## src/hw/rtl/mdmac_pkg.sv

```systemverilog
// ----------------------------------------------------------------------------
// mdmac_pkg
// Shared widths and register/mode codes for the multiply/divide/MAC unit.
// ----------------------------------------------------------------------------
package mdmac_pkg;

    localparam int DATA_W = 16;            // operand width
    localparam int PROD_W = 2 * DATA_W;    // product width
    localparam int ACC_W  = 40;            // sum register width
    localparam int STEP_W = 4;             // step counter, DATA_W steps

    localparam logic [STEP_W-1:0] LAST_STEP = STEP_W'(DATA_W - 1);

    // access kinds
    localparam logic CMD_WRITE = 1'b0;
    localparam logic CMD_READ  = 1'b1;

    // write register indexes
    localparam logic [2:0] REG_CTRL   = 3'd0;
    localparam logic [2:0] REG_A_LO   = 3'd1;
    localparam logic [2:0] REG_A_HI   = 3'd2;
    localparam logic [2:0] REG_B_LO   = 3'd3;
    localparam logic [2:0] REG_B_HI   = 3'd4;

    // read register indexes
    localparam logic [2:0] RD_SUM0    = 3'd0;
    localparam logic [2:0] RD_SUM1    = 3'd1;
    localparam logic [2:0] RD_SUM2    = 3'd2;
    localparam logic [2:0] RD_SUM3    = 3'd3;
    localparam logic [2:0] RD_SUM4    = 3'd4;
    localparam logic [2:0] RD_OVF     = 3'd5;

    // modes (any mode with bit 1 set is multiply-accumulate)
    localparam logic [1:0] MODE_MUL   = 2'd0;
    localparam logic [1:0] MODE_DIV   = 2'd1;

    localparam logic [7:0] OVF_BYTE   = 8'h80;

    // unit sequencer states
    localparam logic [1:0] U_IDLE     = 2'd0;
    localparam logic [1:0] U_RUN      = 2'd1;
    localparam logic [1:0] U_FIX      = 2'd2;

    typedef logic [DATA_W-1:0] word_t;

endpackage

```

## src/hw/rtl/mul_div_mac_register_unit_core.sv

```systemverilog
// ----------------------------------------------------------------------------
// mul_div_mac_register_unit_core
// Multiply / divide / multiply-accumulate unit behind byte-wide registers.
// ----------------------------------------------------------------------------
// Usage:
//  - Input channel s_*: one bus access per item (s_cmd write/read,
//    s_reg_index, s_write_byte). Output channel m_*: one m_read_byte per
//    item, zero for writes.
//  - Every item produces its result in the output register in the cycle after
//    acceptance. A new item is taken whenever the output register is empty
//    or being drained in the same cycle, and no operation is running.
//  - A write to operand B high starts an operation: its result item is
//    returned at once, but the next item waits for the arithmetic.
//    Multiply and MAC run 16 bit-serial shift-add steps in the
//    multiplier, then one sign fix and one write into the sum; divide runs
//    16 restoring steps in the divider, sign fix, write. Divide by
//    zero completes without the divider. Other accesses do not block input.
//  - Reset clears mode, operands, the 40-bit sum and the overflow flag.
//  - If the receiver stalls, the result item holds and input stays blocked.
// ----------------------------------------------------------------------------
module mul_div_mac_register_unit_core (
    input  logic       aclk,
    input  logic       aresetn,
    input  logic       s_valid,
    output logic       s_ready,
    input  logic       s_cmd,
    input  logic [2:0] s_reg_index,
    input  logic [7:0] s_write_byte,
    output logic       m_valid,
    input  logic       m_ready,
    output logic [7:0] m_read_byte
);

    logic [1:0]                    mode_reg, mode_next;
    mdmac_pkg::word_t              op_a_reg, op_a_next;
    mdmac_pkg::word_t              op_b_reg, op_b_next;
    logic [mdmac_pkg::ACC_W-1:0]   accum_reg, accum_next;
    logic                          ovf_reg, ovf_next;
    logic                          busy_reg, busy_next;
    logic                          m_valid_reg, m_valid_next;
    logic [7:0]                    rd_reg, rd_next;
    logic                          accept;
    logic                          mul_start, div_start;
    logic                          mul_done, div_done;
    logic [mdmac_pkg::PROD_W-1:0]  product;
    mdmac_pkg::word_t              quotient, remainder;
    mdmac_pkg::word_t              b_full;
    logic [mdmac_pkg::ACC_W:0]     mac_sum;
    logic [7:0]                    rd_byte;

    assign s_ready = !busy_reg && (!m_valid_reg || m_ready);
    assign accept  = s_valid && s_ready;

    // operand B with the byte being written into its high half
    assign b_full  = {s_write_byte, op_b_reg[7:0]};

    assign mul_start = accept && (s_cmd == mdmac_pkg::CMD_WRITE)
                       && (s_reg_index == mdmac_pkg::REG_B_HI)
                       && (mode_reg != mdmac_pkg::MODE_DIV);
    assign div_start = accept && (s_cmd == mdmac_pkg::CMD_WRITE)
                       && (s_reg_index == mdmac_pkg::REG_B_HI)
                       && (mode_reg == mdmac_pkg::MODE_DIV)
                       && (b_full != '0);

    mdmac_mul u_mul (
        .aclk    (aclk),
        .aresetn (aresetn),
        .start   (mul_start),
        .op_a    (op_a_reg),
        .op_b    (b_full),
        .done    (mul_done),
        .product (product)
    );

    mdmac_div u_div (
        .aclk      (aclk),
        .aresetn   (aresetn),
        .start     (div_start),
        .dividend  (op_a_reg),
        .divisor   (b_full),
        .done      (div_done),
        .quotient  (quotient),
        .remainder (remainder)
    );

    // exact accumulate; bit 40 set means below zero or past the top
    assign mac_sum = {1'b0, accum_reg}
                     + {{(mdmac_pkg::ACC_W + 1 - mdmac_pkg::PROD_W)
                         {product[mdmac_pkg::PROD_W-1]}}, product};

    // read data select
    always_comb begin
        unique case (s_reg_index)
            mdmac_pkg::RD_SUM0: rd_byte = accum_reg[7:0];
            mdmac_pkg::RD_SUM1: rd_byte = accum_reg[15:8];
            mdmac_pkg::RD_SUM2: rd_byte = accum_reg[23:16];
            mdmac_pkg::RD_SUM3: rd_byte = accum_reg[31:24];
            mdmac_pkg::RD_SUM4: rd_byte = accum_reg[39:32];
            mdmac_pkg::RD_OVF:  rd_byte = ovf_reg ? mdmac_pkg::OVF_BYTE : 8'h00;
            default:            rd_byte = 8'h00;
        endcase
    end

    // register writes, operation start and completion
    always_comb begin
        mode_next    = mode_reg;
        op_a_next    = op_a_reg;
        op_b_next    = op_b_reg;
        accum_next   = accum_reg;
        ovf_next     = ovf_reg;
        busy_next    = busy_reg;
        m_valid_next = m_valid_reg;
        rd_next      = rd_reg;

        if (m_valid_reg && m_ready) begin
            m_valid_next = 1'b0;
        end

        if (accept) begin
            m_valid_next = 1'b1;
            rd_next      = (s_cmd == mdmac_pkg::CMD_READ) ? rd_byte : 8'h00;
            if (s_cmd == mdmac_pkg::CMD_WRITE) begin
                unique case (s_reg_index)
                    mdmac_pkg::REG_CTRL: begin
                        if (s_write_byte[1]) begin
                            accum_next = '0;
                        end
                        mode_next = s_write_byte[1:0];
                    end
                    mdmac_pkg::REG_A_LO: op_a_next[7:0]  = s_write_byte;
                    mdmac_pkg::REG_A_HI: op_a_next[15:8] = s_write_byte;
                    mdmac_pkg::REG_B_LO: op_b_next[7:0]  = s_write_byte;
                    mdmac_pkg::REG_B_HI: begin
                        // units latch the operands at start
                        op_b_next = '0;
                        if (mode_reg == mdmac_pkg::MODE_DIV) begin
                            op_a_next = '0;
                            if (b_full == '0) begin
                                accum_next = '0;
                            end else begin
                                busy_next = 1'b1;
                            end
                        end else begin
                            busy_next = 1'b1;
                        end
                    end
                    default: ;
                endcase
            end
        end

        // completion of a running operation
        if (mul_done) begin
            busy_next = 1'b0;
            if (mode_reg == mdmac_pkg::MODE_MUL) begin
                accum_next = {{(mdmac_pkg::ACC_W - mdmac_pkg::PROD_W)
                               {product[mdmac_pkg::PROD_W-1]}}, product};
            end else begin
                accum_next = mac_sum[mdmac_pkg::ACC_W-1:0];
                ovf_next   = mac_sum[mdmac_pkg::ACC_W];
            end
        end
        if (div_done) begin
            busy_next  = 1'b0;
            accum_next = {8'h00, remainder, quotient};
        end
    end

    always_ff @(posedge aclk) begin
        if (!aresetn) begin
            mode_reg    <= mdmac_pkg::MODE_MUL;
            op_a_reg    <= '0;
            op_b_reg    <= '0;
            accum_reg   <= '0;
            ovf_reg     <= 1'b0;
            busy_reg    <= 1'b0;
            m_valid_reg <= 1'b0;
        end else begin
            mode_reg    <= mode_next;
            op_a_reg    <= op_a_next;
            op_b_reg    <= op_b_next;
            accum_reg   <= accum_next;
            ovf_reg     <= ovf_next;
            busy_reg    <= busy_next;
            m_valid_reg <= m_valid_next;
        end
        rd_reg <= rd_next;
    end

    assign m_valid     = m_valid_reg;
    assign m_read_byte = rd_reg;

endmodule

```

## src/hw/rtl/mdmac_mul.sv

```systemverilog
// ----------------------------------------------------------------------------
// mdmac_mul
// Bit-serial signed 16x16 multiplier: one shift-add step per cycle on the
// magnitudes, then a sign fix step. Result valid with done, high for a single cycle.
// ----------------------------------------------------------------------------
module mdmac_mul (
    input  logic                       aclk,
    input  logic                       aresetn,
    input  logic                       start,
    input  mdmac_pkg::word_t           op_a,
    input  mdmac_pkg::word_t           op_b,
    output logic                       done,
    output logic [mdmac_pkg::PROD_W-1:0] product
);

    logic [1:0]                         state_reg, state_next;
    logic [mdmac_pkg::STEP_W-1:0]       cnt_reg, cnt_next;
    mdmac_pkg::word_t                   mcand_reg, mcand_next;
    mdmac_pkg::word_t                   hi_reg, hi_next;
    mdmac_pkg::word_t                   lo_reg, lo_next;
    logic                               neg_reg, neg_next;
    logic                               done_reg, done_next;
    logic [mdmac_pkg::PROD_W-1:0]       prod_reg, prod_next;
    logic [mdmac_pkg::DATA_W:0]         step_sum;
    logic [mdmac_pkg::PROD_W-1:0]       mag;

    // partial sum for the current multiplier bit
    assign step_sum = {1'b0, hi_reg} + (lo_reg[0] ? {1'b0, mcand_reg} : '0);
    assign mag      = {hi_reg, lo_reg};

    always_comb begin
        state_next = state_reg;
        cnt_next   = cnt_reg;
        mcand_next = mcand_reg;
        hi_next    = hi_reg;
        lo_next    = lo_reg;
        neg_next   = neg_reg;
        prod_next  = prod_reg;
        done_next  = 1'b0;
        unique case (state_reg)
            mdmac_pkg::U_IDLE: begin
                if (start) begin
                    mcand_next = op_a[mdmac_pkg::DATA_W-1] ? -op_a : op_a;
                    lo_next    = op_b[mdmac_pkg::DATA_W-1] ? -op_b : op_b;
                    hi_next    = '0;
                    neg_next   = op_a[mdmac_pkg::DATA_W-1] ^ op_b[mdmac_pkg::DATA_W-1];
                    cnt_next   = '0;
                    state_next = mdmac_pkg::U_RUN;
                end
            end
            mdmac_pkg::U_RUN: begin
                // shift {carry, hi, lo} right by one
                hi_next  = step_sum[mdmac_pkg::DATA_W:1];
                lo_next  = {step_sum[0], lo_reg[mdmac_pkg::DATA_W-1:1]};
                cnt_next = cnt_reg + 1'b1;
                if (cnt_reg == mdmac_pkg::LAST_STEP) begin
                    state_next = mdmac_pkg::U_FIX;
                end
            end
            mdmac_pkg::U_FIX: begin
                prod_next  = neg_reg ? -mag : mag;
                done_next  = 1'b1;
                state_next = mdmac_pkg::U_IDLE;
            end
            default: begin
                state_next = mdmac_pkg::U_IDLE;
            end
        endcase
    end

    always_ff @(posedge aclk) begin
        if (!aresetn) begin
            state_reg <= mdmac_pkg::U_IDLE;
            done_reg  <= 1'b0;
        end else begin
            state_reg <= state_next;
            done_reg  <= done_next;
        end
        cnt_reg   <= cnt_next;
        mcand_reg <= mcand_next;
        hi_reg    <= hi_next;
        lo_reg    <= lo_next;
        neg_reg   <= neg_next;
        prod_reg  <= prod_next;
    end

    assign done    = done_reg;
    assign product = prod_reg;

endmodule

```

## src/hw/rtl/mdmac_div.sv

```systemverilog
// ----------------------------------------------------------------------------
// mdmac_div
// Bit-serial restoring divider: signed dividend by unsigned nonzero divisor,
// one quotient bit per cycle, then a sign fix toward zero.
// ----------------------------------------------------------------------------
module mdmac_div (
    input  logic              aclk,
    input  logic              aresetn,
    input  logic              start,
    input  mdmac_pkg::word_t  dividend,
    input  mdmac_pkg::word_t  divisor,
    output logic              done,
    output mdmac_pkg::word_t  quotient,
    output mdmac_pkg::word_t  remainder
);

    logic [1:0]                   state_reg, state_next;
    logic [mdmac_pkg::STEP_W-1:0] cnt_reg, cnt_next;
    mdmac_pkg::word_t             den_reg, den_next;
    mdmac_pkg::word_t             quo_reg, quo_next;
    mdmac_pkg::word_t             rem_reg, rem_next;
    logic                         neg_reg, neg_next;
    logic                         done_reg, done_next;
    mdmac_pkg::word_t             q_out_reg, q_out_next;
    mdmac_pkg::word_t             r_out_reg, r_out_next;
    logic [mdmac_pkg::DATA_W:0]   trial;
    logic [mdmac_pkg::DATA_W:0]   diff;
    logic                         fits;

    // trial subtract of the shifted partial remainder
    assign trial = {rem_reg, quo_reg[mdmac_pkg::DATA_W-1]};
    assign diff  = trial - {1'b0, den_reg};
    assign fits  = (trial >= {1'b0, den_reg});

    always_comb begin
        state_next = state_reg;
        cnt_next   = cnt_reg;
        den_next   = den_reg;
        quo_next   = quo_reg;
        rem_next   = rem_reg;
        neg_next   = neg_reg;
        q_out_next = q_out_reg;
        r_out_next = r_out_reg;
        done_next  = 1'b0;
        unique case (state_reg)
            mdmac_pkg::U_IDLE: begin
                if (start) begin
                    quo_next   = dividend[mdmac_pkg::DATA_W-1] ? -dividend : dividend;
                    neg_next   = dividend[mdmac_pkg::DATA_W-1];
                    den_next   = divisor;
                    rem_next   = '0;
                    cnt_next   = '0;
                    state_next = mdmac_pkg::U_RUN;
                end
            end
            mdmac_pkg::U_RUN: begin
                rem_next = fits ? diff[mdmac_pkg::DATA_W-1:0]
                                : trial[mdmac_pkg::DATA_W-1:0];
                quo_next = {quo_reg[mdmac_pkg::DATA_W-2:0], fits};
                cnt_next = cnt_reg + 1'b1;
                if (cnt_reg == mdmac_pkg::LAST_STEP) begin
                    state_next = mdmac_pkg::U_FIX;
                end
            end
            mdmac_pkg::U_FIX: begin
                // both results take the dividend's sign
                q_out_next = neg_reg ? -quo_reg : quo_reg;
                r_out_next = neg_reg ? -rem_reg : rem_reg;
                done_next  = 1'b1;
                state_next = mdmac_pkg::U_IDLE;
            end
            default: begin
                state_next = mdmac_pkg::U_IDLE;
            end
        endcase
    end

    always_ff @(posedge aclk) begin
        if (!aresetn) begin
            state_reg <= mdmac_pkg::U_IDLE;
            done_reg  <= 1'b0;
        end else begin
            state_reg <= state_next;
            done_reg  <= done_next;
        end
        cnt_reg   <= cnt_next;
        den_reg   <= den_next;
        quo_reg   <= quo_next;
        rem_reg   <= rem_next;
        neg_reg   <= neg_next;
        q_out_reg <= q_out_next;
        r_out_reg <= r_out_next;
    end

    assign done      = done_reg;
    assign quotient  = q_out_reg;
    assign remainder = r_out_reg;

endmodule
```

## config.mk

```make
export PLATFORM = sky130hd
export DESIGN_NAME = mul_div_mac_register_unit_core
export DESIGN_NICKNAME = d
export VERILOG_FILES = /design/src/hw/rtl/mdmac_pkg.sv /design/src/hw/rtl/mul_div_mac_register_unit_core.sv /design/src/hw/rtl/mdmac_mul.sv /design/src/hw/rtl/mdmac_div.sv
export SDC_FILE = /design/constraint.sdc
export NUM_CORES = 1
export LEC_CHECK = 0
export ABC_AREA = 1
export BUFFER_PORTS_ARGS = -buffer_cell sky130_fd_sc_hd__buf_4
export CORE_MARGIN = 2
export CORE_UTILIZATION = 40
export CTS_CLUSTER_DIAMETER = 80
export CTS_CLUSTER_SIZE = 12
export DETAILED_ROUTE_END_ITERATION = 8
export GPL_TIMING_DRIVEN = 0
export HOLD_SLACK_MARGIN = 0.08
export PLACE_DENSITY = 0.58
export SLEW_MARGIN = 25
export SYNTH_ARGS = -nofsm -noshare
export SYNTH_HDL_FRONTEND = slang
export SYNTH_SLANG_ARGS = --single-unit
```

## constraint.sdc

```tcl
create_clock -name aclk -period 5.2 [get_ports aclk]
set_clock_uncertainty 0.15 [all_clocks]
set_input_delay 1.04 -clock aclk [delete_from_list [all_inputs] [get_ports aclk]]
set_output_delay 1.04 -clock aclk [all_outputs]
set_load 0.01 [all_outputs]
```

; ---- Yosys cells after proc, flatten, opt, wreduce, memory -nomap -nowiden
; Cells that the tools add are included.
[op_classes]
add_sub_neg = 10
magnitude_cmp = 1
n_eq_ne = 27
n_mux = 46
bitwise = 4
reduce_logical = 43
[op_table]
columns = op, count
row1 = 2-to-1 mux 40 bit, 7
row2 = 2-to-1 mux 16 bit, 11
row3 = one-hot mux 16 bit (2 select lines), 4
row4 = one-hot mux 40 bit (2 select lines), 1
row5 = 2-to-1 mux 32 bit, 2
row6 = negation 16 bit, 4
row7 = one-hot mux 8 bit (2 select lines), 3
row8 = one-hot mux 8 bit (6 select lines), 1
row9 = adder 40 x 41 -> 41 bit, 1
row10 = negation 32 bit, 1
row11 = adder 16 x 17 -> 17 bit, 1
row12 = greater-or-equal comparator 17 x 16 -> 1 bit, 1
row13 = logical NOT 16 bit, 1
row14 = one-hot mux 4 bit (2 select lines), 2
row15 = nonzero test 16 bit, 1
row16 = subtractor 16 bit, 1
row17 = AND reduction 2 bit, 7
row18 = nonzero test 2 bit, 7
row19 = AND reduction 4 bit, 3
row20 = AND reduction 6 bit, 2
row21 = "!= test 2 x 1 -> 1 bit, second input constant", 5
row22 = "!= test 3 x 1 -> 1 bit, second input constant", 3
row23 = "adder 4 x 1 -> 4 bit, second input constant", 2
row24 = "== test 4 bit, second input constant", 2
row25 = other kinds (26), 58
[totals]
regBits = 253
input_bits = 16
elab_cells = 158

; ---- Depth between registers and ports, before layout
; Gate-level depths: netlist (run 1).
[depth]
ltp_word = 10
depth_mapped = 18
depth_no_buf = 17

; ---- By module
; From an unflattened synthesis (run 1), not the netlist that was laid out.
[hier_totals]
hier_cells = 2588
area_unflattened_um2 = 18172.4
[modules_own_cells]
columns = module, n_inst, cells_per_inst, area_each_um2
row1 = mul_div_mac_register_unit_core, 1, 1203, 6929.1
row2 = mdmac_mul, 1, 733, 5743.0
row3 = mdmac_div, 1, 652, 5500.3

; ---- Worst setup path before layout (run 1)
; No wires, ideal clock.
[synth_timing]
path_kind = input to register
start = in m_ready
end = reg u_div.cnt_reg[0] (netlist bit) (enable)
setup_ps = 441
arrival_time_ps = 3518
setup_slack_ps = 1090
stages = 8
n_path_buf = 0
path_cell_list = inv_1 -> nand2_1 -> nand3_1 -> nor2_1 -> inv_1 -> nor2_1 -> nand3_1 -> a21oi_1
[synth_between]
elab_chain_cells = 9
[synth_rtl]
columns = element, line
row1 = start: declaration, mul_div_mac_register_unit_core.sv:30  ; input logic m_ready,
row2 = logical OR 1 bit, mul_div_mac_register_unit_core.sv:51  ; assign s_ready = !busy_reg && (!m_valid_reg || m_ready);
row3 = logical AND 1 bit, mul_div_mac_register_unit_core.sv:51
row4 = logical AND 1 bit, mul_div_mac_register_unit_core.sv:52  ; assign accept = s_valid && s_ready;
row5 = logical AND 1 bit, mul_div_mac_register_unit_core.sv:60  ; assign div_start = accept && (s_cmd == mdmac_pkg::CMD_WRITE)
row6 = logical AND 1 bit, mul_div_mac_register_unit_core.sv:61  ; && (s_reg_index == mdmac_pkg::REG_B_HI)
row7 = logical AND 1 bit, mul_div_mac_register_unit_core.sv:62  ; && (mode_reg == mdmac_pkg::MODE_DIV)
row8 = logical AND 1 bit, mul_div_mac_register_unit_core.sv:63  ; && (b_full != '0);
row9 = != test 2 bit (no line), -
row10 = AND reduction 2 bit (no line), -
row11 = end signal: assignment, mdmac_div.sv:86  ; cnt_reg <= cnt_next;
row12 = end: declaration, mdmac_div.sv:18  ; logic [mdmac_pkg::STEP_W-1:0] cnt_reg, cnt_next;
; No other way between the ends.
; A chain may end at the register's enable or synchronous reset.

; ---- Worst setup path after layout (run 1)
[layout_timing]
start = in m_ready
end = reg u_div.rem_reg[6] (enable)
[layout_between]
elab_chain_cells = 9
[layout_rtl]
columns = element, line
row1 = logical OR 1 bit, mul_div_mac_register_unit_core.sv:51
row2 = logical AND 1 bit, mul_div_mac_register_unit_core.sv:51
row3 = logical AND 1 bit, mul_div_mac_register_unit_core.sv:52
row4 = logical AND 1 bit, mul_div_mac_register_unit_core.sv:60
row5 = logical AND 1 bit, mul_div_mac_register_unit_core.sv:61
row6 = logical AND 1 bit, mul_div_mac_register_unit_core.sv:62
row7 = logical AND 1 bit, mul_div_mac_register_unit_core.sv:63
row8 = != test 2 bit (no line), -
row9 = AND reduction 2 bit (no line), -
row10 = end signal: assignment, mdmac_div.sv:89  ; rem_reg <= rem_next;
row11 = end: declaration, mdmac_div.sv:21  ; mdmac_pkg::word_t rem_reg, rem_next;
; No other way between the ends.

==> out/qor.csv, run 1 <==
stage;metric;value;unit
sta;finalHoldViolations;0;
floorplanning;die_height;207;um
synthesis;number_of_synthesized_register_bits;253;
worst_setup_path;worstPathMaxFanout;19;
global_routing;grt_max_degree;28;
worst_setup_path;criticalPathCategory;in2reg;
run_status;run_status;finished, final reports clean;
drt;top_layer;met4;
placed_design;post_dp_cell_area;0.0175;sq mm
finish;final_nets;2363;
sta;finalSetupViolations;0;
synthesis;edff_count_synth;178;
synthesis;yosysTopAreaCellShare;32.4;%
finish;ratio_of_cells_with_drive_above_1_in_the_final_layout;4.55;%
clock_tree;cts_setup_buffers;0;
worst_setup_path;timing.critical_path.arrival;3210;ps
sta;post-route-period-util;59.2;%
floorplanning;boundaryPins;26;
floorplanning;placeableCoreArea;0.0407;sq mm
synthesis;mappedNetlistNets;2305;
sta;slew_headroom;34.7;%
finish;fin_cells;2817;
pwr;max-vdd-ir-drop;0.267;mV
drt;detail_route.wl_per_cell;18.9;um
sta;timing.fmax;325;MHz
synthesis;yosysMostFrequentCell;sky130_fd_sc_hd__nand2_1;
global_routing;grt_overflow_total;0;
drt;route.met2.wl;24600;um
drt;drt_drc_violations_left;0;
clock_tree;numClockSinks;253;
drt;via_count;14700;
finish;regArea;0.00685;sq mm
clock_tree;post_cts_hold_buffer_count;0;
finish;synth_to_final_area_change;10.9;%
synthesis;post_synth_instance_area;0.0165;sq mm
worst_setup_path;crit_path_start_kind;input port;
drt;postRouteWirelength;53200;um
synthesis;post_synth_num_cell_types;54;
global_routing;track_usage;25.1;%
synthesis;ys_async_sr_fraction;0;%
synthesis;synth.yosys.seq_area_share;41.6;%
sta;min_period;3080;ps
drt;postRouteAntennaNets;0;
synthesis;synthFlopType;sky130_fd_sc_hd__edfxtp_1;
placed_design;numPortBuffers;24;
synthesis;post-synth-top-area-cell;sky130_fd_sc_hd__edfxtp_1;
synthesis;synth_cells;2207;
finish;area_of_the_multi_input_gates;0.00831;sq mm
placed_design;place.detailed.instances;2768;
sta;timing_worst_slew_pin_value;970;ps
clock_tree;ctsLongestPathBuffers;3;
pwr;power_per_cell_area;231;mW/mm^2
global_routing;initial_antenna_violation_count;0;
job;max-cap-violations;0;
placed_design;dp_hpwl;42900;um
clock_tree;cts-resized-gates;0;
synthesis;synth_warnings;0;
global_routing;grt_pass1_vias;13900;
clock_tree;clockRootBuffer;sky130_fd_sc_hd__clkbuf_16;
finish;num_antenna_cells;0;
synthesis;avgSynthCellArea;7.47;sq um
drt;drt_pre_antenna_iters;6;
clock_tree;clkSlewWorstSetupHoldPaths;60;ps
floorplanning;start_util;40.4;%
clock_tree;h-tree-depth;1;
clock_tree;tritoncts.num_buffers;27;
finish;largest_reg_flops;40;
drt;routedLengthMet1;23000;um
clock_tree;cts_tree;built;
floorplanning;core.rowCount;74;
floorplanning;die-width;207;um
pwr;leakage;7.87;nW
min_path;worst_hold_path_type;reg2reg;
drt;avgViaCountPerCell;5.23;
finish;fill_cells;4193;
sta;post-route-worst-setup-slack;2120;ps
drt;wl_met3;3320;um
placed_design;detailedPlace.worstSlack;1590;ps
finish;design_area;0.0183;sq mm
global_routing;grt_pass1_wl;80000;um
sta;grt_setup_unrepaired;no;
worst_setup_path;required_arrival_time_at_the_worst_endpoint;5330;ps
drt;drt_first_iter_violations;1215;
clock_tree;clk-insertion-delay-late;590;ps
floorplanning;area_of_the_die;0.0428;sq mm
sta;timing.final.max_slew_violations;0;
placed_design;routabilityCongestion;1.02;
synthesis;synth.top_cells.by_area;sky130_fd_sc_hd__edfxtp_1 32%, sky130_fd_sc_hd__nand2_1 14%, sky130_fd_sc_hd__dfxtp_1 9.1%, sky130_fd_sc_hd__inv_1 6.7%, sky130_fd_sc_hd__ha_1 6.0%;
worst_setup_path;worst_setup_path_end_kind;flop;
synthesis;synthTopCellsByCount;612 x sky130_fd_sc_hd__nand2_1, 294 x sky130_fd_sc_hd__inv_1, 254 x sky130_fd_sc_hd__nor2_1;
-- worst max-delay path, cell delays in order --
cell                      delay (ps)
sky130_fd_sc_hd__buf_4            80
sky130_fd_sc_hd__inv_1            30
sky130_fd_sc_hd__nand2_1          60
sky130_fd_sc_hd__nand3_1         260
sky130_fd_sc_hd__nor2_1          270
sky130_fd_sc_hd__inv_1           140
sky130_fd_sc_hd__nor2_1          230
sky130_fd_sc_hd__nand3_1         230
sky130_fd_sc_hd__a21oi_4         630
sky130_fd_sc_hd__buf_16          230
-- layout by cell type, fill, tap and decap left out, drive strengths merged, types with 22 or more instances in the layout --
cell / n
a21oi: 133
a31oi: 22
buf: 42
clkbuf: 81
dfxtp: 75
edfxtp: 178
ha: 79
inv: 304
nand2: 613
nand3: 132
nor2: 260
nor3: 27
o21ai: 138
xnor2: 23
xor2: 82
-- worst paths after layout --
check	startpoint	endpoint	slack, ps	cells after the start
setup / recovery	m_ready	u_div.rem_reg[6]$_SDFFCE_PN0P_	2120	10
hold / removal	op_a_reg[3]$_SDFFE_PN0P_	op_a_reg[3]$_SDFFE_PN0P_	310	2
setup reg to reg	u_mul.lo_reg[0]$_DFFE_PP_	u_mul.hi_reg[9]$_SDFFCE_PN0P_	2280	18
hold reg to reg	op_a_reg[3]$_SDFFE_PN0P_	op_a_reg[3]$_SDFFE_PN0P_	310	2
-- cells by family (layout without fill, tap and decap cells) --
| family | after synthesis | after routing | share of synthesized area [%] |
|---|---|---|---|
| AO/OA/AOI/OAI | 346 | 346 | 11.7 |
| XOR/XNOR | 105 | 105 | 5.58 |
| buffers and inverters | 353 | 431 | 8.21 |
| adder cells (fa/ha/maj) | 82 | 82 | 6.36 |
| flip-flops | 253 | 253 | 41.6 |
| AND/OR/NAND/NOR | 1068 | 1068 | 26.6 |
-- power by group --
part	internal (W)	leakage [nW]	switching (W)
clock	0.000986	0.384	0.000852
sequential	0.00216	2.22	0.0000164
combinational	0.0000594	5.27	0.000142
-- per-stage QoR --
step                      util (%)  power [W]  hold slack [ps]  TNS [ps]
after floorplan                  -    0.00233              258         0
after global placement        42.5    0.00241              305     -6050
after detailed placement      42.9    0.00242              297         0
after global routing          44.8    0.00434              324         0
final                         44.8    0.00421              314         0
after CTS                     44.8    0.00424              312         0
-- area by class of cell --
class	count	area share, %
clock buffers	44	4.05
inverters	303	6.23
well taps	532	3.64
repair buffers	29	1.59
multi-input cells	1601	45.5
plain buffers	50	1.18
flip-flops and latches	253	37.5
clock inverters	5	0.329
-- layer usage --
layer  track usage, %  vias up
met5                0        -
met4             10.1        0
met3             3.53      103
met2             41.4      442
met1             33.1     6827
li1                 -     7352
Note: power is estimated with default switching activity, not from simulation.
==> inputs of run 2 (changes only) <==
ABC_AREA = 0   (was 1)
clock period = 3.1 ns   (was 5.2 ns; I/O delays follow)
==> out/qor.csv, run 2 <==
stage;metric;value;unit;change
worst_setup_path;timing.rr.start;accum_reg[4]$_SDFFE_PN0P_;;was u_mul.lo_reg[0]$_DFFE_PP_
finish;design_area;0.0177;sq mm;was 0.0183 sq mm
global_routing;grt_max_degree;37;;was 28
synthesis;synthTopCellsByCount;185 x sky130_fd_sc_hd__nand2_1, 178 x sky130_fd_sc_hd__edfxtp_1, 145 x sky130_fd_sc_hd__nor2_1;;was 612 x sky130_fd_sc_hd__nand2_1, 294 x sky130_fd_sc_hd__inv_1, 254 x sky130_fd_sc_hd__nor2_1
worst_setup_path;critical_path_cell_by_cell;ha_1, nand2_1, o31ai_4, o311a_4, o21ai_4, a21oi_2, nor3_2, buf_4, o31ai_1, xnor2_1, a211oi_1;;was buf_4, inv_1, nand2_1, nand3_1, nor2_1, inv_1, nor2_1, nand3_1, a21oi_4, buf_16
clock_tree;cts_tree;built;;unchanged
finish;num_antenna_cells;0;;unchanged
finish;ratio_of_cells_with_drive_above_1_in_the_final_layout;10.4;%;was 4.55%
global_routing;track_usage;23.2;%;was 25.1%
finish;synth_to_final_area_change;14.6;%;was 10.9%
global_routing;use_met1;31.4;%;was 33.1%
synthesis;yosysTopAreaCellShare;34.6;%;was 32.4%
global_routing;gr-usage-met2;37.6;%;was 41.4%
synthesis;post_synth_fa_ha_maj_area_fraction;6.78;%;was 6.36%
pwr;totalPowerFinal;0.00689;W;was 0.00421 W
global_routing;grt_pass1_wl;72200;um;was 80,000 um
synthesis;synth_xor_area_share;8.10;%;was 5.58%
clock_tree;clkSlewWorstSetupHoldPaths;70;ps;was 60 ps
min_path;worst_hold_path_type;in2reg;;was reg2reg
global_routing;initial_antenna_violation_count;0;;unchanged
finish;largest_reg_flops;40;;unchanged
floorplanning;die_height;201;um;was 207 um
drt;drt_drc_violations_left;0;;unchanged
drt;postRouteAntennaNets;0;;unchanged
synthesis;synthSimpleGateAreaFrac;17.2;%;was 26.6%
run_status;run_status;finished, final reports clean;;unchanged
clock_tree;clk-insertion-delay-late;560;ps;was 590 ps
synthesis;mappedNetlistNets;1730;;was 2,305
worst_setup_path;timing.rr.end;accum_reg[39]$_SDFFE_PP0P_;;was u_mul.hi_reg[9]$_SDFFCE_PN0P_
sta;timing_worst_slew_pin_value;831;ps;was 970 ps
sta;min_period;3080;ps;
floorplanning;area_of_the_die;0.0402;sq mm;was 0.0428 sq mm
drt;drt_pre_antenna_iters;5;;was 6
synthesis;synth.yosys.seq_area_share;44.3;%;was 41.6%
floorplanning;die-width;201;um;was 207 um
pwr;max-vdd-ir-drop;0.403;mV;was 0.267 mV
drt;avgViaCountPerCell;5.63;;was 5.23
worst_setup_path;worst_setup_path_end_kind;flop;;unchanged
worst_setup_path;required_arrival_time_at_the_worst_endpoint;3420;ps;was 5330 ps
synthesis;synth_warnings;0;;unchanged
finish;area_of_the_multi_input_gates;0.00850;sq mm;was 0.00831 sq mm
synthesis;yosysMostFrequentCell;sky130_fd_sc_hd__nand2_1;;unchanged
clock_tree;ctsLongestPathBuffers;3;;unchanged
synthesis;avgSynthCellArea;9.47;sq um;was 7.47 sq um
min_path;worst_hold_path.endpoint;u_div.den_reg[11]$_DFFE_PP_;;was op_a_reg[3]$_SDFFE_PN0P_
sta;finalHoldViolations;0;;unchanged
drt;detail_route.wl_per_cell;21.0;um;was 18.9 um
min_path;whs_path_depth;1;;was 2
synthesis;synth.top_cells.by_area;sky130_fd_sc_hd__edfxtp_1 35%, sky130_fd_sc_hd__dfxtp_1 9.7%, sky130_fd_sc_hd__ha_1 6.4%, sky130_fd_sc_hd__xnor2_1 5.9%, sky130_fd_sc_hd__nand2_1 4.5%;;was sky130_fd_sc_hd__edfxtp_1 32%, sky130_fd_sc_hd__nand2_1 14%, sky130_fd_sc_hd__dfxtp_1 9.1%, sky130_fd_sc_hd__inv_1 6.7%, sky130_fd_sc_hd__ha_1 6.0%
finish;fill_cells;3759;;was 4,193
synthesis;synth_compound_area_share;18.3;%;was 11.7%
floorplanning;placeableCoreArea;0.0384;sq mm;was 0.0407 sq mm
synthesis;number_of_synthesized_register_bits;253;;unchanged
drt;drt_first_iter_violations;1008;;was 1,215
worst_setup_path;r2r_setup_slack;20;ps;was 2280 ps
min_path;hp-start;s_write_byte[3];;was op_a_reg[3]$_SDFFE_PN0P_
floorplanning;boundaryPins;26;;unchanged
clock_tree;h-tree-depth;1;;unchanged
worst_setup_path;ff2ff_path_depth;11;;was 18
placed_design;routabilityCongestion;0.963;;was 1.02
synthesis;synth.area.mux_share;2.06;%;was 0%
clock_tree;tritoncts.num_buffers;25;;was 27
sta;timing.final.max_slew_violations;0;;unchanged
placed_design;numPortBuffers;22;;was 24
drt;via_count;12700;;was 14,700
synthesis;post-synth-top-area-cell;sky130_fd_sc_hd__edfxtp_1;;unchanged
sta;slew_headroom;44.2;%;was 34.7%
worst_setup_path;timing.critical_path.arrival;3400;ps;was 3210 ps
synthesis;ys_async_sr_fraction;0;%;unchanged
worst_setup_path;crit_path_start_kind;flop;;was input port
pwr;leakage;6.39;nW;was 7.87 nW
finish;final_nets;1810;;was 2,363
finish;layout_common_cells;183 x sky130_fd_sc_hd__nand2_1, 178 x sky130_fd_sc_hd__edfxtp_1, 141 x sky130_fd_sc_hd__nor2_1, 116 x sky130_fd_sc_hd__o21ai_0, 103 x sky130_fd_sc_hd__xnor2_1;;was 611 x sky130_fd_sc_hd__nand2_1, 294 x sky130_fd_sc_hd__inv_1, 252 x sky130_fd_sc_hd__nor2_1, 178 x sky130_fd_sc_hd__edfxtp_1, 133 x sky130_fd_sc_hd__o21ai_0
synthesis;post_synth_instance_area;0.0155;sq mm;was 0.0165 sq mm
placed_design;dp_hpwl;36100;um;was 42,900 um
worst_setup_path;criticalPathCategory;reg2reg;;was in2reg
worst_setup_path;critPathBufInv;1;;was 4
worst_setup_path;worst_path_dominant_cell_family;compound AO/OA/AOI/OAI gates;;was simple AND/OR/NAND/NOR gates
clock_tree;numClockSinks;253;;unchanged
job;max-cap-violations;0;;unchanged
finish;regArea;0.00685;sq mm;about the same
pwr;power_per_cell_area;389;mW/mm^2;was 231 mW/mm^2
synthesis;synthFlopType;sky130_fd_sc_hd__edfxtp_1;;unchanged
floorplanning;start_util;40.3;%;was 40.4%
synthesis;synth_top_family_by_area;compound AO/OA/AOI/OAI gates;;was simple AND/OR/NAND/NOR gates
floorplanning;core.rowCount;72;;was 74
sta;finalSetupViolations;0;;unchanged
worst_setup_path;cp_slowest_cell;sky130_fd_sc_hd__ha_1;;was sky130_fd_sc_hd__a21oi_4
worst_setup_path;cp_slowest_stage_delay;410;ps;was 630 ps
finish;layout.cells.most_common;sky130_fd_sc_hd__nand2_1;;unchanged
worst_setup_path;worstPathMaxFanout;3;;was 19
global_routing;grt_pass1_vias;12200;;was 13,900
clock_tree;clockRootBuffer;sky130_fd_sc_hd__clkbuf_16;;unchanged
synthesis;edff_count_synth;178;;unchanged
global_routing;met3_usage;2.92;%;was 3.53%
sta;post-route-period-util;99.5;%;
global_routing;grt_overflow_total;0;;unchanged
sta;grt_setup_unrepaired;yes;;was no
drt;postRouteWirelength;47300;um;was 53,200 um
synthesis;synth_cells;1632;;was 2,207
placed_design;post_dp_cell_area;0.0164;sq mm;was 0.0175 sq mm
synthesis;post_synth_num_cell_types;70;;was 54
global_routing;grt-busiest-layer;met2;;unchanged
sta;timing.fmax;324;MHz;
[run 2: cell types whose count changed in the layout (fill, tap and decap cells not counted), sizes merged, moves of 29 or more]
cell and delta:
and2 +46, nand2 -428, inv -249, xor2 -43, buf +33, nand2b +29, nand3 -109, nor2 -114
xnor2 +81, nor2b +35
[run 2: worst reg2reg max path, delay by kind of cell, from the launching register on]
family | cells | cell delay [ps]
and+or+nand+nor | 2 | 260
adders and majority gates | 1 | 410
buffers and inverters | 1 | 160
AOI/OAI and AO/OA | 6 | 1520
xor gates and xnor gates | 1 | 120
DFF | 1 | 390
[run 2: cell type report]
type	instances	area share, %
buffer	67	1.68
sequential	253	38.7
inverter	54	1.14
clock buffer	41	3.98
multi-input combinational	1254	48.0
tap	518	3.66
clock inverter	4	0.177
timing repair buffer	57	2.70
[run 2: report_power, final]
part	internal [W]	total (W)	switching (W)
Combinational	0.000127	0.000345	0.000219
Clock	0.00156	0.00290	0.00135
Sequential	0.00362	0.00364	0.0000267
Total	0.00530	0.00689	0.00159
[run 2: worst max-delay path by stage]
stage	from	to	cells past startpoint
floorplan	u_mul.product[0]$_DFFE_PP_	accum_reg[22]$_SDFFE_PN0P_	11
global placement	s_reg_index[0]	u_mul.cnt_reg[3]$_SDFFCE_PN0P_	6
detailed placement	u_mul.product[17]$_DFFE_PP_	accum_reg[38]$_SDFFE_PP0P_	11
CTS	u_mul.product[0]$_DFFE_PP_	accum_reg[26]$_SDFFE_PN0P_	11
global route	u_mul.product[4]$_DFFE_PP_	accum_reg[39]$_SDFFE_PP0P_	11
finish	accum_reg[4]$_SDFFE_PN0P_	accum_reg[39]$_SDFFE_PP0P_	11
[run 2: timing repair]
item                                    in CTS  in global routing
endpoints found under the hold margin        1                  0
setup buffers                               18                 13
hold buffers                                 1                  0
resized for setup                           41                 60
pin swaps                                   17                 21
endpoints found under the setup margin      89                 59
[run 2: cell families after synthesis]
kind of cell             after synthesis
multiplexers                          24
XOR/XNOR                             143
flip-flops                           253
AND/OR/NAND/NOR                      559
adder cells (fa/ha/maj)               82
AO/OA/AOI/OAI                        446
buffers and inverters                125
[run 2: stage by stage]
stage                     utilization, %  setup TNS (ps)  instances  setup slack [ps]  hold WS [ps]
after global routing                46.2            -130       2248             -43.6          86.1
after global placement              42.4          -64170       2172              -675           332
after floorplan                        -               0       1632               162           296
after detailed placement            42.7          -45270       2175              -553           332
after CTS                           45.4               0       2238             0.984          85.9
final                               46.2               0       2248              16.0          99.2
[run 2: metal layers]
layer	part of all wire, %	vias to the layer above
li1	-	6074
met1	44	6089
met2	45	410
met3	5.6	93
met4	4.6	0
met5	0	-
